`src/design/rdc_pkg.sv`:
```
// rdc_pkg: widths, step counts and the command word shared by the
// radix_digit_converter controller, datapath and top level
// no dependencies
`timescale 1ns / 1ps

package rdc_pkg;

    // word and digit geometry
    localparam int WORD_W     = 60;
    localparam int BASE_W     = 4;
    localparam int DIGIT_W    = 4;
    localparam int MAX_DIGITS = 18;
    localparam int BCD_DIGITS = 19;                    // 2^60 - 1 has 19 decimal digits
    localparam int BCD_W      = BCD_DIGITS * DIGIT_W;
    localparam int TDIG_W     = MAX_DIGITS * DIGIT_W;

    localparam int MIN_BASE   = 2;
    localparam int DEC_RADIX  = 10;

    // bits taken per double-dabble cycle
    localparam int DD_BITS    = 2;

    // steps in each phase
    localparam int BIN2BCD_STEPS = WORD_W / DD_BITS;
    localparam int DECODE_STEPS  = BCD_DIGITS;
    localparam int ENCODE_STEPS  = WORD_W;
    localparam int PACK_STEPS    = MAX_DIGITS;

    localparam int CNT_W = $clog2(WORD_W);

    // controller to datapath commands
    typedef struct packed {
        logic start;      // capture a new word
        logic bin2bcd;    // two double-dabble steps
        logic decode;     // horner step in the source base
        logic encode;     // shift one value bit into the target-base digits
        logic pack;       // horner step in base ten over target digits
        logic load_out;   // move the result into the output register
    } t_dp_cmd;

endpackage

```
`src/design/rdc_ctrl.sv`:
```
// rdc_ctrl: sequencer for radix_digit_converter, runs the four phases
// and owns the output valid; depends on rdc_pkg
`timescale 1ns / 1ps

module rdc_ctrl (
    input  logic             i_clk,
    input  logic             i_rst_n,
    input  logic             i_in_valid,
    output logic             o_in_ready,
    output logic             o_out_valid,
    input  logic             i_out_ready,
    output rdc_pkg::t_dp_cmd o_cmd
);
    import rdc_pkg::*;

    typedef enum logic [2:0] {
        S_IDLE,
        S_BIN2BCD,
        S_DECODE,
        S_ENCODE,
        S_PACK,
        S_FINISH
    } t_state;

    t_state             r_state, n_state;
    logic [CNT_W-1:0]   r_count, n_count;
    logic               r_out_valid, n_out_valid;
    logic               out_free;

    assign out_free = !r_out_valid || i_out_ready;

    always_comb begin
        n_state     = r_state;
        n_count     = r_count;
        n_out_valid = r_out_valid && !i_out_ready;
        case (r_state)
            S_IDLE: begin
                if (i_in_valid) begin
                    n_state = S_BIN2BCD;
                    n_count = CNT_W'(BIN2BCD_STEPS - 1);
                end
            end
            S_BIN2BCD: begin
                if (r_count == '0) begin
                    n_state = S_DECODE;
                    n_count = CNT_W'(DECODE_STEPS - 1);
                end else begin
                    n_count = r_count - 1'b1;
                end
            end
            S_DECODE: begin
                if (r_count == '0) begin
                    n_state = S_ENCODE;
                    n_count = CNT_W'(ENCODE_STEPS - 1);
                end else begin
                    n_count = r_count - 1'b1;
                end
            end
            S_ENCODE: begin
                if (r_count == '0) begin
                    n_state = S_PACK;
                    n_count = CNT_W'(PACK_STEPS - 1);
                end else begin
                    n_count = r_count - 1'b1;
                end
            end
            S_PACK: begin
                if (r_count == '0) begin
                    n_state = S_FINISH;
                end else begin
                    n_count = r_count - 1'b1;
                end
            end
            S_FINISH: begin
                if (out_free) begin
                    n_state     = S_IDLE;
                    n_out_valid = 1'b1;
                end
            end
            default: begin
                n_state = S_IDLE;
            end
        endcase
    end

    always_ff @(posedge i_clk) begin
        if (!i_rst_n) begin
            r_state     <= S_IDLE;
            r_count     <= '0;
            r_out_valid <= 1'b0;
        end else begin
            r_state     <= n_state;
            r_count     <= n_count;
            r_out_valid <= n_out_valid;
        end
    end

    always_comb begin
        o_cmd.start    = (r_state == S_IDLE) && i_in_valid;
        o_cmd.bin2bcd  = (r_state == S_BIN2BCD);
        o_cmd.decode   = (r_state == S_DECODE);
        o_cmd.encode   = (r_state == S_ENCODE);
        o_cmd.pack     = (r_state == S_PACK);
        o_cmd.load_out = (r_state == S_FINISH) && out_free;
    end

    assign o_in_ready  = (r_state == S_IDLE);
    assign o_out_valid = r_out_valid;

`ifndef SYNTHESIS
    a_cmd_exclusive: assert property (@(posedge i_clk) disable iff (!i_rst_n)
        $onehot0({o_cmd.start, o_cmd.bin2bcd, o_cmd.decode,
                  o_cmd.encode, o_cmd.pack, o_cmd.load_out}))
        else $error("rdc_ctrl: more than one datapath command");

    a_start_loads_count: assert property (@(posedge i_clk) disable iff (!i_rst_n)
        (i_in_valid && o_in_ready) |=>
            (r_state == S_BIN2BCD && r_count == CNT_W'(BIN2BCD_STEPS - 1)))
        else $error("rdc_ctrl: accepted word did not start conversion");

    a_encode_to_pack: assert property (@(posedge i_clk) disable iff (!i_rst_n)
        (r_state == S_ENCODE && r_count == '0) |=>
            (r_state == S_PACK && r_count == CNT_W'(PACK_STEPS - 1)))
        else $error("rdc_ctrl: encode phase did not end in pack");

    a_valid_from_finish: assert property (@(posedge i_clk) disable iff (!i_rst_n)
        $rose(o_out_valid) |-> $past(o_cmd.load_out))
        else $error("rdc_ctrl: result shown without a load");
`endif

endmodule

```
`src/design/rdc_datapath.sv`:
```
// rdc_datapath: double-dabble, shared multiply-add and base-b digit
// doubler for radix_digit_converter; depends on rdc_pkg
`timescale 1ns / 1ps

module rdc_datapath (
    input  logic                         i_clk,
    input  rdc_pkg::t_dp_cmd             i_cmd,
    input  logic [rdc_pkg::WORD_W-1:0]   i_digit_word,
    input  logic [rdc_pkg::BASE_W-1:0]   i_source_base,
    input  logic [rdc_pkg::BASE_W-1:0]   i_target_base,
    output logic [rdc_pkg::WORD_W-1:0]   o_converted_word,
    output logic                         o_overflow
);
    import rdc_pkg::*;

    localparam int DD_ADD = (1 << (DIGIT_W - 1)) - DEC_RADIX / 2;

    function automatic logic [BASE_W-1:0] clamp_base(input logic [BASE_W-1:0] b);
        logic [BASE_W-1:0] res;
        res = b;
        if (b < BASE_W'(MIN_BASE)) begin
            res = BASE_W'(MIN_BASE);
        end else if (b > BASE_W'(DEC_RADIX)) begin
            res = BASE_W'(DEC_RADIX);
        end
        return res;
    endfunction

    // one binary-to-bcd step: add-3 fixup on every digit, then shift a bit in
    function automatic logic [BCD_W-1:0] dd_step(input logic [BCD_W-1:0] bcd,
                                                 input logic           bit_in);
        logic [BCD_W-1:0]   adj;
        logic [DIGIT_W-1:0] d;
        for (int i = 0; i < BCD_DIGITS; i++) begin
            d = bcd[i*DIGIT_W +: DIGIT_W];
            adj[i*DIGIT_W +: DIGIT_W] = (d >= DIGIT_W'(DEC_RADIX / 2))
                                        ? d + DIGIT_W'(DD_ADD) : d;
        end
        return {adj[BCD_W-2:0], bit_in};
    endfunction

    logic [WORD_W-1:0]  r_bin;
    logic [BCD_W-1:0]   r_bcd;
    logic [WORD_W-1:0]  r_acc;
    logic [TDIG_W-1:0]  r_tdig;
    logic [BASE_W-1:0]  r_sb;
    logic [BASE_W-1:0]  r_tb;
    logic               r_ovf;
    logic [WORD_W-1:0]  r_out_word;
    logic               r_out_ovf;

    // shared multiply-add: acc * base + digit
    logic [BASE_W-1:0]          ma_mult;
    logic [DIGIT_W-1:0]         ma_digit;
    logic [WORD_W+BASE_W-1:0]   ma_prod;
    logic [WORD_W-1:0]          ma_next;

    always_comb begin
        ma_mult  = i_cmd.pack ? BASE_W'(DEC_RADIX) : r_sb;
        ma_digit = i_cmd.pack ? r_tdig[TDIG_W-1 -: DIGIT_W] : r_bcd[BCD_W-1 -: DIGIT_W];
        ma_prod  = {{BASE_W{1'b0}}, r_acc} * {{WORD_W{1'b0}}, ma_mult};
        ma_next  = ma_prod[WORD_W-1:0] + {{(WORD_W-DIGIT_W){1'b0}}, ma_digit};
    end

    // base-b doubling of the target digits with carry via one add
    logic [MAX_DIGITS-1:0]  dbl_gen, dbl_prop;
    logic [MAX_DIGITS:0]    dbl_sum, dbl_carry;
    logic [TDIG_W-1:0]      tdig_next;
    logic [DIGIT_W:0]       dbl_tmp;
    logic [DIGIT_W-1:0]     dbl_d;

    always_comb begin
        for (int i = 0; i < MAX_DIGITS; i++) begin
            dbl_d       = r_tdig[i*DIGIT_W +: DIGIT_W];
            dbl_gen[i]  = {dbl_d, 1'b0} >= {1'b0, r_tb};
            dbl_prop[i] = !dbl_gen[i] && ({dbl_d, 1'b1} >= {1'b0, r_tb});
        end
        dbl_sum   = {1'b0, dbl_gen | dbl_prop} + {1'b0, dbl_gen}
                  + {{MAX_DIGITS{1'b0}}, r_acc[WORD_W-1]};
        dbl_carry = dbl_sum ^ {1'b0, dbl_gen | dbl_prop} ^ {1'b0, dbl_gen};
        for (int i = 0; i < MAX_DIGITS; i++) begin
            dbl_d   = r_tdig[i*DIGIT_W +: DIGIT_W];
            dbl_tmp = {dbl_d, dbl_carry[i]}
                    - (dbl_carry[i+1] ? {1'b0, r_tb} : {(DIGIT_W+1){1'b0}});
            tdig_next[i*DIGIT_W +: DIGIT_W] = dbl_tmp[DIGIT_W-1:0];
        end
    end

    always_ff @(posedge i_clk) begin
        if (i_cmd.start) begin
            r_bin  <= i_digit_word;
            r_bcd  <= '0;
            r_acc  <= '0;
            r_tdig <= '0;
            r_sb   <= clamp_base(i_source_base);
            r_tb   <= clamp_base(i_target_base);
            r_ovf  <= 1'b0;
        end
        if (i_cmd.bin2bcd) begin
            r_bcd <= dd_step(dd_step(r_bcd, r_bin[WORD_W-1]), r_bin[WORD_W-2]);
            r_bin <= r_bin << DD_BITS;
        end
        if (i_cmd.decode) begin
            r_acc <= ma_next;
            r_bcd <= r_bcd << DIGIT_W;
        end
        if (i_cmd.encode) begin
            r_acc  <= r_acc << 1;
            r_tdig <= tdig_next;
            if (dbl_carry[MAX_DIGITS]) begin
                r_ovf <= 1'b1;
            end
        end
        if (i_cmd.pack) begin
            r_acc  <= ma_next;
            r_tdig <= r_tdig << DIGIT_W;
        end
        if (i_cmd.load_out) begin
            r_out_word <= r_ovf ? '0 : r_acc;
            r_out_ovf  <= r_ovf;
        end
    end

    assign o_converted_word = r_out_word;
    assign o_overflow       = r_out_ovf;

endmodule

```
`src/design/radix_digit_converter.sv`:
```
// radix_digit_converter: reads each decimal digit of a word as a digit of
// the source base and rewrites the value with one target-base digit per
// decimal digit. an accepted word runs through the double-dabble, decode,
// encode and pack phases and then the output load, which waits for a free output register;
// the phases run in turn, and a new word is taken only once idle is reached again.
// synchronous active-low reset clears the sequencer and the output valid.
`timescale 1ns / 1ps

module radix_digit_converter (
    input  logic                         i_clk,
    input  logic                         i_rst_n,
    input  logic                         i_in_valid,
    output logic                         o_in_ready,
    input  logic [rdc_pkg::WORD_W-1:0]   i_digit_word,
    input  logic [rdc_pkg::BASE_W-1:0]   i_source_base,
    input  logic [rdc_pkg::BASE_W-1:0]   i_target_base,
    output logic                         o_out_valid,
    input  logic                         i_out_ready,
    output logic [rdc_pkg::WORD_W-1:0]   o_converted_word,
    output logic                         o_overflow
);
    import rdc_pkg::*;

    // commands from the sequencer to the datapath
    t_dp_cmd cmd;

    // sequencer: idle, binary-to-bcd, decode in the source base,
    // encode into target-base digits, pack those digits into binary,
    // then park the result in the output register
    rdc_ctrl u_ctrl (
        .i_clk       (i_clk),
        .i_rst_n     (i_rst_n),
        .i_in_valid  (i_in_valid),
        .o_in_ready  (o_in_ready),
        .o_out_valid (o_out_valid),
        .i_out_ready (i_out_ready),
        .o_cmd       (cmd)
    );

    // datapath: the decimal digits come from a double-dabble pass over
    // the input word, the value from a horner loop on the shared
    // multiply-add, the target digits from shifting value bits msb first
    // into a base-b digit vector (doubling with a single carry add), and
    // the output word from a second horner loop in base ten
    // overflow is a sticky carry out of the top target digit
    rdc_datapath u_datapath (
        .i_clk            (i_clk),
        .i_cmd            (cmd),
        .i_digit_word     (i_digit_word),
        .i_source_base    (i_source_base),
        .i_target_base    (i_target_base),
        .o_converted_word (o_converted_word),
        .o_overflow       (o_overflow)
    );

endmodule
```
`config.mk`:
```
export PLATFORM = sky130hd
export DESIGN_NAME = radix_digit_converter
export DESIGN_NICKNAME = d
export VERILOG_FILES = /design/src/design/rdc_pkg.sv /design/src/design/rdc_ctrl.sv /design/src/design/rdc_datapath.sv /design/src/design/radix_digit_converter.sv
export SDC_FILE = /design/constraint.sdc
export NUM_CORES = 1
export LEC_CHECK = 0
export BUFFER_PORTS_ARGS = -buffer_cell sky130_fd_sc_hd__buf_4
export CORE_UTILIZATION = 64
export CTS_CLUSTER_DIAMETER = 80
export DETAILED_ROUTE_END_ITERATION = 16
export MAX_ROUTING_LAYER = met4
export PLACE_DENSITY = 0.87
export REMOVE_ABC_BUFFERS = 1
export SYNTH_ARGS = -nofsm -noshare
export SYNTH_HDL_FRONTEND = slang
export SYNTH_SLANG_ARGS = --single-unit
export TNS_END_PERCENT = 10
```
`constraint.sdc`:
```
create_clock -name i_clk -period 7.9 [get_ports i_clk]
set_input_delay 1.185 -clock i_clk [delete_from_list [all_inputs] [get_ports i_clk]]
set_output_delay 1.185 -clock i_clk [all_outputs]
set_load 0.005 [all_outputs]
```
# Word-level counts from Yosys, hierarchy flattened
# Index checks and enable logic that the tools add are counted.
op_classes:
  add_sub_neg: 60
  mul: 1
  n_lt_le_gt_ge: 78
  n_eq_ne: 12
  n_mux: 90
  bitwise: 3
  reduce_logical: 54
op_table:
  columns: ["op", "n"]
  rows:
  - ["60-bit 2-to-1 mux", 6]
  - ["4-bit 2-to-1 mux", 58]
  - ["76-bit 2-to-1 mux", 3]
  - ["72-bit 2-to-1 mux", 3]
  - ["5-bit by 4-bit greater-or-equal comparator with 1-bit output", 36]
  - ["4-bit by 3-bit greater-or-equal comparator with 1-bit output, second input constant", 38]
  - ["4-bit by 2-bit adder with 4-bit output, second input constant", 36]
  - ["4-bit subtractor", 18]
  - ["60-bit by 4-bit adder with 60-bit output", 1]
  - ["60-bit by 4-bit multiplier with 60-bit output", 1]
  - ["19-bit by 18-bit XOR with 19-bit output", 2]
  - ["6-bit 2-to-1 mux", 5]
  - ["6-bit case mux with 5 select lines", 1]
  - ["3-bit 2-to-1 mux", 8]
  - ["1-bit logical AND", 21]
  - ["1-bit zero test", 20]
  - ["18-bit by 18-bit adder with 19-bit output", 1]
  - ["19-bit by 1-bit adder with 19-bit output", 1]
  - ["18-bit bitwise OR", 1]
  - ["3-bit case mux with 6 select lines", 1]
  - ["4-bit > comparator, second input constant", 2]
  - ["4-bit by 2-bit < comparator with 1-bit output, second input constant", 2]
  - ["2-bit by 1-bit != test with 1-bit output, second input constant", 4]
  - ["3-bit by 2-bit adder with 3-bit output, second input constant", 2]
  - ["other kinds (16)", 27]
word_totals:
  reg_bits: 348
  inputBits: 72
  output_inout_bits: 63
  elab_cells: 315

# Depth between registers and ports, before layout
# Gate-level depths: netlist (run 1).
logic_depth:
  word_depth: 12
  depth_mapped: 28
  ltp_nobuf: 26

# Modules after synthesis
# Synthesis (run 1) repeated with hierarchy kept, for this count alone.
unflattened:
  cells_unflattened: 3227
  hier_area_um2: 30177.7
modules_own_cells:
  columns: ["module", "instances", "cells_each", "area_each_um2"]
  rows:
  - ["rdc_datapath", 1, 3116, 29315.6]
  - ["rdc_ctrl", 1, 111, 862.1]

# Worst setup path after synthesis (run 1)
# Ideal clock, no wire load.
synth_timing:
  kind: "flip-flop to flip-flop"
  startpoint: "reg u_datapath.r_tb[1]"
  endpoint: "reg u_datapath.r_tdig[71] (data pin)"
  setup_ns: 0.265
  t_arrival_ns: 5.509
  t_required_ns: 7.635
  slack_ns: 2.127
  path_stages_with_launch: 26
  cell_sequence: "edfxtp_1 -> clkbuf_1 -> clkbuf_1 -> inv_1 -> ha_1 -> nor2b_1 -> o21a_1 -> o21a_1 -> or3_1 -> or2_2 -> inv_1 -> ha_1 -> or4_4 -> a21o_1 -> a31oi_2 -> o21ai_2 -> clkinv_2 -> o211ai_4 -> a41o_4 -> nand2_1 -> ha_1 -> a21o_1 -> a21oi_1 -> xor2_1 -> and3_1 -> o31ai_2"
synth_between:
  elab_chain_len: 12
synth_lines:
  columns: ["element", "line_no", "source"]
  rows:
  - ["start: declaration", "rdc_datapath.sv:47", "logic [BASE_W-1:0] r_tb;"]
  - ["start signal: assignment", "rdc_datapath.sv:96", "r_tb <= clamp_base(i_target_base);"]
  - ["5-bit by 4-bit greater-or-equal comparator with 1-bit output", "rdc_datapath.sv:75", "dbl_gen[i] = {dbl_d, 1'b0} >= {1'b0, r_tb};"]
  - ["1-bit zero test", "rdc_datapath.sv:76", "dbl_prop[i] = !dbl_gen[i] && ({dbl_d, 1'b1} >= {1'b0, r_tb});"]
  - ["1-bit logical AND", "rdc_datapath.sv:76", null]
  - ["18-bit bitwise OR", "rdc_datapath.sv:78, rdc_datapath.sv:80", null]
  - ["18-bit by 18-bit adder with 19-bit output", "rdc_datapath.sv:78", "dbl_sum = {1'b0, dbl_gen | dbl_prop} + {1'b0, dbl_gen}"]
  - ["19-bit by 1-bit adder with 19-bit output", "rdc_datapath.sv:79", "+ {{MAX_DIGITS{1'b0}}, r_acc[WORD_W-1]};"]
  - ["19-bit by 18-bit XOR with 19-bit output (2 in series)", "rdc_datapath.sv:80", "dbl_carry = dbl_sum ^ {1'b0, dbl_gen | dbl_prop} ^ {1'b0, dbl_gen};"]
  - ["4-bit 2-to-1 mux", "rdc_datapath.sv:84", "- (dbl_carry[i+1] ? {1'b0, r_tb} : {(DIGIT_W+1){1'b0}});"]
  - ["4-bit subtractor *", "rdc_datapath.sv:84", null]
  - ["72-bit 2-to-1 mux *", "rdc_datapath.sv:107", "if (i_cmd.encode) begin"]
  - ["72-bit 2-to-1 mux *", "rdc_datapath.sv:114", "if (i_cmd.pack) begin"]
  - ["end signal: assignment", "rdc_datapath.sv:109", "r_tdig <= tdig_next;"]
  - ["end signal: assignment", "rdc_datapath.sv:116", "r_tdig <= r_tdig << DIGIT_W;"]
  - ["end: declaration", "rdc_datapath.sv:45", "logic [TDIG_W-1:0] r_tdig;"]
# Mark *: on every way between the ends. The rest lies on a longest branch, timed or not.
# A chain may end at the register's enable or synchronous reset.

# Worst setup path after layout (run 1)
layout_timing:
  startpoint: "reg u_ctrl.r_state[0]"
  endpoint: "reg u_datapath.r_acc[51] (data pin)"
layout_between:
  elab_chain_len: 7
layout_lines:
  columns: ["element", "line_no", "source"]
  rows:
  - ["start: declaration", "rdc_ctrl.sv:25", "t_state r_state, n_state;"]
  - ["start signal: assignment", "rdc_ctrl.sv:92", "r_state <= n_state;"]
  - ["3-bit equality test", "rdc_ctrl.sv:103", "o_cmd.pack = (r_state == S_PACK);"]
  - ["4-bit 2-to-1 mux", "rdc_datapath.sv:59", "ma_mult = i_cmd.pack ? BASE_W'(DEC_RADIX) : r_sb;"]
  - ["60-bit by 4-bit multiplier with 60-bit output", "rdc_datapath.sv:61", "ma_prod = {{BASE_W{1'b0}}, r_acc} * {{WORD_W{1'b0}}, ma_mult};"]
  - ["60-bit by 4-bit adder with 60-bit output", "rdc_datapath.sv:62", "ma_next = ma_prod[WORD_W-1:0] + {{(WORD_W-DIGIT_W){1'b0}}, ma_digit};"]
  - ["60-bit 2-to-1 mux", "rdc_datapath.sv:103", "if (i_cmd.decode) begin"]
  - ["60-bit 2-to-1 mux", "rdc_datapath.sv:107", null]
  - ["60-bit 2-to-1 mux *", "rdc_datapath.sv:114", null]
  - ["end signal: assignment", "rdc_datapath.sv:104", "r_acc <= ma_next;"]
  - ["end signal: assignment", "rdc_datapath.sv:108", "r_acc <= r_acc << 1;"]
  - ["end signal: assignment", "rdc_datapath.sv:115", "r_acc <= ma_next;"]
  - ["end: declaration", "rdc_datapath.sv:44", "logic [WORD_W-1:0] r_acc;"]
# Marked as above.

==> results of run 1 <==
-- per-stage QoR --
| stage | hold slack, ps | std cells | total power [mW] | util [%] |
|---|---|---|---|---|
| CTS | 475.4 | 3764 | 11.42 | 71.76 |
| floorplan | 436.0 | 2930 | 7.806 | - |
| global placement | 443.0 | 3690 | 8.883 | 68.60 |
| detailed placement | 461.4 | 3690 | 9.282 | 68.60 |
| global route | 507.0 | 3764 | 12.36 | 71.76 |
| finish | 472.6 | 3764 | 11.49 | 71.76 |
-- critical path, delay by kind of cell (launching register included) --
family / cells / cell delay (ps)
buffers and inverters: 3 / 550
AND/OR/NAND/NOR: 6 / 2070
XOR/XNOR: 1 / 170
flip-flops: 1 / 440
AO/OA/AOI/OAI: 8 / 2200
adder cells (fa/ha/maj): 4 / 1540
-- how the worst min path moves through the flow --
stage | from | endpoint | slack [ps] | cells past startpoint
CTS | u_datapath.r_bin[1]$_SDFFE_PP0P_ | u_datapath.r_bin[1]$_SDFFE_PP0P_ | 480 | 2
finish | u_datapath.r_bin[1]$_SDFFE_PP0P_ | u_datapath.r_bin[1]$_SDFFE_PP0P_ | 470 | 2
global route | u_datapath.r_bin[1]$_SDFFE_PP0P_ | u_datapath.r_bin[1]$_SDFFE_PP0P_ | 510 | 2
global placement | u_datapath.r_bin[1]$_SDFFE_PP0P_ | u_datapath.r_bin[1]$_SDFFE_PP0P_ | 440 | 2
floorplan | u_datapath.r_bin[0]$_SDFFE_PP0P_ | u_datapath.r_bin[0]$_SDFFE_PP0P_ | 440 | 2
detailed placement | u_datapath.r_bin[1]$_SDFFE_PP0P_ | u_datapath.r_bin[1]$_SDFFE_PP0P_ | 460 | 2
-- where the power goes --
group / switching [mW] / internal [mW]
clock: 0.879 / 1.16
combinational: 3.75 / 2.67
sequential: 0.434 / 2.60
-- area by class of cell --
cell class	count	area, µm²
multi-input cells	2373	18420
clock buffers	48	1071
fillers	3104	12920
well taps	600	750.7
repair buffers	160	1201
clock inverters	26	374.1
flip-flops and latches	348	10240
inverters	209	785.8
-- cell usage in the layout, fill, tap and decap left out, drive strengths merged, types with 11 or more instances in the layout --
cell    netlist  layout
nand2       345     345
edfxtp      327     327
ha          323     323
o21ai       234     234
inv         208     213
a21oi       192     192
buf          13     160
fa          133     133
xnor2       119     119
and3        117     117
a22o        102     102
and2         98      98
nor2         95      95
nor2b        91      91
a21o         74      74
nand2b       53      53
mux2i        51      51
clkbuf      120      48
xor2         32      32
nor3b        30      30
nand3        28      28
nor3         25      25
o21a         25      25
o22ai        23      23
a21boi       22      22
dfxtp        21      21
a211oi       20      20
mux2         17      17
nand4        15      15
a31oi        13      13
o21bai       12      12
clkinv        1      11
-- registers in the layout, summed over array words and instances (netlist names) --
name,cells
u_ctrl.o_out_valid,1
u_ctrl.r_count,6
u_ctrl.r_state,3
u_datapath.o_converted_word,60
u_datapath.o_overflow,1
u_datapath.r_acc,60
u_datapath.r_bcd,76
u_datapath.r_bin,60
u_datapath.r_ovf,1
u_datapath.r_sb,4
u_datapath.r_tb,4
u_datapath.r_tdig,72
-- per-layer routing --
layer | part of all wire (%) | routed length [µm] | GRT usage (%)
met4 | 3.7 | 2685 | 13.68
met1 | 39 | 28950 | 38.09
met5 | 0 | 0 | -
met2 | 49 | 36080 | 53.71
met3 | 7.8 | 5710 | 5.317
-- kinds of logic after synthesis --
logic type / after synthesis / share of synthesized area (%)
AND/OR/NAND/NOR: 922 / 15.59
adder cells (fa/ha/maj): 456 / 22.42
XOR/XNOR: 151 / 4.423
flip-flops: 348 / 34.24
multiplexers: 68 / 2.347
AO/OA/AOI/OAI: 776 / 16.65
buffers and inverters: 342 / 4.331
==> parameters.txt, run 1 <==
Parameter                              Value

Status
  Result of the run ... finished, final reports clean

Worst setup path
  Path depth of the worst reg2reg path ... 22
  Max stage delay on crit path ... about 660 ps
  Cell with the largest stage delay on the worst path ... nand2b_2
  Endpoint of the worst-slack reg-to-reg timing path ... u_datapath.r_acc[51]$_DFFE_PP_
  Worst setup SP type ... flip-flop
  Critical Path Fanout Max ... between 60 and 70
  WP data required ... between 8000 and 9000 ps
  Arrival time worst endpoint ... between 7000 and 8000 ps
  CP endpoint ... u_datapath.r_acc[51]$_DFFE_PP_
  Worst r2r src ... u_ctrl.r_state[0]$_SDFFE_PN0P_
  Element type at the critical path end ... flip-flop
  Type of the worst setup path ... reg2reg
  Worst setup path startpoint ... u_ctrl.r_state[0]$_SDFFE_PN0P_
  Reg2Reg Setup Slack ... 550 ps
  Critical Path, Cell by Cell ... nor2_1 -> nand2_4 -> nand2b_2 -> buf_4 -> and2_1 -> ha_1 -> inv_1 -> fa_1 -> fa_1 -> inv_1 -> ha_1 -> nor2b_1 -> o21ai_1 -> a21oi_1 -> o41a_1 -> a21oi_1 -> a311oi_1 -> o211ai_1 -> nand2_1 -> a31oi_1 -> xor2_1 -> o21ai_0

Clock network
  Clock-pin slew on the worst setup and hold paths ... roughly 60 ps
  Post-CTS setup repair buffer count ... 0
  Clock latency at the later pin of the worst-skew pair ... roughly 640 ps
  Number of gates resized after cts ... 0
  Number of levels the H-tree was split into ... 2
  Clock tree from TritonCTS ... yes
  Post-CTS Hold Fix Bufs ... 0
  Clock buffer depth ... 3
  Number of buffers created by CTS ... 40
  Count of clock tree sinks ... ~350
  Clock root buffer ... clkbuf_16

STA
  Max-Slew Margin vs Limit ... about a quarter
  RSZ-0062 raised after global routing ... no
  Count of pins over their slew limit ... 0
  Number of setup violations in the final report ... 0
  Fin crit share ... around 93%
  Slew @ Worst Pin ... 1122 ps
  Fin Clk Skew ... between 60 and 70 ps
  Setup WS post-layout ... about 550 ps
  Maximum frequency from static timing analysis ... 136.1 MHz
  Endpoints failing hold ... 0
  Final-layout setup total negative slack ... 0 ps
  Minimum period implied by the final worst setup slack ... around 7300 ps

Power and ir drop
  Maximum VDD drop ... 0.0003446 V
  Power density relative to cell area ... about 350 nW/µm²
  Leakage power total ... about 15 nW

Yosys
  Cell types with the largest area share after synthesis ... edfxtp_1, ha_1, fa_1
  Cell type with the largest total area after synthesis ... edfxtp_1
  Post-synth design cell area ... roughly 30,000 µm²
  Most frequent cells after synthesis ... nand2_1, edfxtp_1, ha_1
  Post-synth EDFFs ... between 300 and 400
  Number of synthesized register bits ... 348
  Synthesized area divided by synthesized cell count ... just under 10 µm²
  Top cell type's share of synthesized area ... about a third
  Most instantiated library cell after synthesis ... nand2_1
  Flip-flop cell with the highest count after synthesis ... edfxtp_1
  Count of yosys warnings during synthesis ... 0
  Count of different cell masters after synthesis ... 75
  Synthesized instance count ... about 3.1k
  Share of the yosys chip area belonging to registers ... between 30% and 40%
  Asr flop ratio synth ... 0%

Finish
  Final non-filler cell area ... 32,850 µm²
  Layout cells sized above 1 ... roughly 9.1%
  Number of nets at the end of the flow ... around 3.7k
  Total inserted antenna cells ... 0
  P&R area growth vs syn ... 9.846%

Drt
  Number of detailed-routing iterations run before antenna repair ... 6
  Post-DR wirelength/cell ... 19.51 µm
  Antenna Nets Post-Route ... 0
  Number of DRC markers in iteration 0 ... roughly 1.8k
  DR DRC count ... 0
  Post-Route WL ... ~73,000 µm
  Vias after detailed routing ... 24.06k
  DR vias/cell ... between 6 and 7

Global route
  First-pass GRT wire length ... 120,900 µm
  Number of antenna violations at the first check in global routing ... 0
  Congestion Overflow GR ... 0
  Largest net degree at the start of global routing ... 82
  Number of global-route vias before repair ... about 25k
  Total routing usage reported by global routing ... about a third

Floorplan
  Starting utilization of the core area ... 65.33%
  Floorplan row count ... 78
  Ports ... roughly 140
  Core Box Area ... around 46,000 µm²
  Total Die Area ... 47,590 µm²
  Die width ... around 220 µm
  Die Height ... 218.2 µm

Placement
  Placer Congestion ... 0.9446
  Count of buffers inserted at the top-level ports ... 134
  Placed wire-length estimate after detailed placement ... approximately 49,000 µm
  Instance area after placement ... between 30,000 and 40,000 µm²
  Post-place setup slack ... roughly 800 ps

Job
  MaxCap Viol Count ... 0

Min path
  Class of the tightest hold or removal check ... reg2reg
No activity file was read; power rests on OpenSTA's default activity.
==> run 2: changes to the inputs <==
--- a/config.mk
+++ b/config.mk
@@ -7,11 +7,13 @@
 export LEC_CHECK = 0
 export BUFFER_PORTS_ARGS = -buffer_cell sky130_fd_sc_hd__buf_4
 export CORE_UTILIZATION = 64
+export CTS_BUF_LIST = sky130_fd_sc_hd__clkbuf_16
 export CTS_CLUSTER_DIAMETER = 80
 export DETAILED_ROUTE_END_ITERATION = 16
 export MAX_ROUTING_LAYER = met4
 export PLACE_DENSITY = 0.87
 export REMOVE_ABC_BUFFERS = 1
+export SLEW_MARGIN = 10
 export SYNTH_ARGS = -nofsm -noshare
 export SYNTH_HDL_FRONTEND = slang
 export SYNTH_SLANG_ARGS = --single-unit
==> parameters.txt, run 2 (synthesis results as in run 1) <==
Parameter                              Value

Finish
  Max FFs per register ... 76
  Multi-input gate area in the final layout ... between 15,000 and 20,000 µm²
  Total inserted antenna cells ... 0
  Number of filler cells placed in the layout ... 3,109
  Leading registers by flop count ... u_datapath.r_bcd (76), u_datapath.r_tdig (72)
  Most flops, register ... u_datapath.r_bcd
  Most used cells in the layout excluding fill and tap cells ... nand2_1, edfxtp_1, ha_1
  Most common library cell in the layout ignoring fill and taps ... nand2_1
  Area taken by flip-flops and latches ... slightly above 10,000 µm²
  P&R area growth vs syn ... 9.712%
  Layout cells sized above 1 ... 9.008%
  Number of nets at the end of the flow ... ~3.7k

Clock network
  Number of levels the H-tree was split into ... 2
  Post-CTS setup repair buffer count ... 0
  Clock root buffer ... clkbuf_16
  Number of buffers created by CTS ... 40
  Count of clock tree sinks ... approximately 350
  Clock-pin slew on the worst setup and hold paths ... approximately 60 ps
  Clock latency at the later pin of the worst-skew pair ... about 640 ps
  Clock tree from TritonCTS ... yes
  Number of gates resized after cts ... 0
  Post-CTS Hold Fix Bufs ... 0
  Clock buffer depth ... 3

Global route
  Largest net degree at the start of global routing ... between 80 and 90
  Number of antenna violations at the first check in global routing ... 0
  First-pass GRT wire length ... around 120,000 µm
  Congestion Overflow GR ... 0
  Number of global-route vias before repair ... ~25k
  Total routing usage reported by global routing ... 32.09%

Worst setup path
  CP endpoint ... u_datapath.r_acc[51]$_DFFE_PP_
  Path depth of the worst reg2reg path ... 22
  Endpoint of the worst-slack reg-to-reg timing path ... u_datapath.r_acc[51]$_DFFE_PP_
  Worst r2r src ... u_ctrl.r_state[0]$_SDFFE_PN0P_
  Cell with the largest stage delay on the worst path ... nand2b_2
  Critical Path, Cell by Cell ... nor2_1 -> nand2_4 -> nand2b_2 -> buf_4 -> and2_1 -> ha_1 -> inv_1 -> fa_1 -> fa_1 -> inv_1 -> ha_1 -> nor2b_1 -> o21ai_1 -> a21oi_1 -> o41a_1 -> a21oi_1 -> a311oi_1 -> o211ai_1 -> nand2_1 -> a31oi_1 -> xor2_1 -> o21ai_0
  Element type at the critical path end ... flip-flop
  Worst setup SP type ... flip-flop
  Arrival time worst endpoint ... between 7000 and 8000 ps
  Critical Path Fanout Max ... 66
  Type of the worst setup path ... reg2reg
  Worst setup path startpoint ... u_ctrl.r_state[0]$_SDFFE_PN0P_
  WP data required ... between 8000 and 9000 ps
  Reg2Reg Setup Slack ... around 540 ps
  Max stage delay on crit path ... between 600 and 700 ps

Drt
  Number of DRC markers in iteration 0 ... around 1.9k
  DR vias/cell ... around 6.4
  Post-Route WL ... between 70,000 and 80,000 µm
  Number of detailed-routing iterations run before antenna repair ... 6
  Antenna Nets Post-Route ... 0
  DR DRC count ... 0
  Vias after detailed routing ... 24.06k
  Post-DR wirelength/cell ... 19.53 µm

Floorplan
  Total Die Area ... 47,590 µm²
  Ports ... roughly 140
  Die width ... 218.2 µm
  Floorplan row count ... between 70 and 80
  Die Height ... about 220 µm
  Core Box Area ... about 46,000 µm²
  Starting utilization of the core area ... 65.33%

STA
  Count of pins over their slew limit ... 0
  Endpoints failing hold ... 0
  Number of setup violations in the final report ... 0
  Fin crit share ... ~93%
  Max-Slew Margin vs Limit ... roughly 24%
  Final-layout setup total negative slack ... 0 ps
  Slew @ Worst Pin ... 1137 ps
  Fin Clk Skew ... a little under 70 ps
  Minimum period implied by the final worst setup slack ... about 7400 ps
  RSZ-0062 raised after global routing ... no
  Maximum frequency from static timing analysis ... about 140 MHz

Power and ir drop
  Power density relative to cell area ... approximately 350 nW/µm²
  Leakage power total ... 14.51 nW
  Maximum VDD drop ... about 0.00034 V
  PnR Total Power ... approximately 11 mW

Placement
  Count of buffers inserted at the top-level ports ... ~130
  Placer Congestion ... around 0.94
  Placed wire-length estimate after detailed placement ... between 40,000 and 50,000 µm

Job
  MaxCap Viol Count ... 0

Status
  Result of the run ... finished, final reports clean

Min path
  Class of the tightest hold or removal check ... reg2reg
[run 2: cell count changes in the layout (fill, tap and decap cells not counted), sizes merged]
| cell | previous run | this run |
|---|---|---|
| inv | 213 | 217 |
| clkinv | 11 | 15 |
| clkbuf | 48 | 40 |
[run 2: final cells by class]
class / instances / area share [%]
multi-input cells: 2373 / 56.16
repair buffers: 160 / 3.661
inverters: 209 / 2.395
clock inverters: 34 / 1.232
flip-flops and latches: 348 / 31.22
clock buffers: 40 / 3.051
well taps: 600 / 2.288
[run 2: worst min path at each step]
stage / startpoint / cells past startpoint / slack [ps] / endpoint
CTS: u_datapath.r_bin[1]$_SDFFE_PP0P_ / 2 / 480 / u_datapath.r_bin[1]$_SDFFE_PP0P_
detailed placement: u_datapath.r_bin[1]$_SDFFE_PP0P_ / 2 / 460 / u_datapath.r_bin[1]$_SDFFE_PP0P_
global route: u_datapath.r_bin[1]$_SDFFE_PP0P_ / 2 / 510 / u_datapath.r_bin[1]$_SDFFE_PP0P_
floorplan: u_datapath.r_bin[0]$_SDFFE_PP0P_ / 2 / 440 / u_datapath.r_bin[0]$_SDFFE_PP0P_
finish: u_datapath.r_bin[1]$_SDFFE_PP0P_ / 2 / 470 / u_datapath.r_bin[1]$_SDFFE_PP0P_
global placement: u_datapath.r_bin[1]$_SDFFE_PP0P_ / 2 / 440 / u_datapath.r_bin[1]$_SDFFE_PP0P_
[run 2: stage by stage]
stage / worst slack [ps] / utilization [%] / hold WS (ps) / instance area [µm²] / std cells
after floorplan: 259.3 / - / 436.0 / 29390 / 2930
after global placement: 1115 / 68.60 / 443.0 / 31400 / 3690
after detailed placement: 813.2 / 68.60 / 461.4 / 31400 / 3690
after CTS: 629.4 / 71.67 / 475.4 / 32810 / 3764
after global routing: 127.4 / 71.67 / 507.0 / 32810 / 3764
final: 535.8 / 71.67 / 473.4 / 32810 / 3764
[run 2: layer usage]
metal,track usage (%),vias to the layer above,part of all wire [%]
met5,-,-,0
met4,13.89,0,3.6
met3,5.623,242,8.0
met2,53.66,1141,49
met1,38.01,11660,39
li1,-,11010,-
[run 2: critical path, delay by kind of cell (launching register included)]
family	cells	cell delay, ps
buffers and inverters	3	560
AO/OA/AOI/OAI	8	2180
flip-flops	1	440
AND/OR/NAND/NOR	6	2080
XOR/XNOR	1	170
adder cells (fa/ha/maj)	4	1540
[run 2: report_power, final]
part	internal (mW)	total, mW	switching, mW
clock network	1.12	2.00	0.878
registers	2.60	3.03	0.432
logic	2.67	6.42	3.75
total	6.39	11.4	5.06
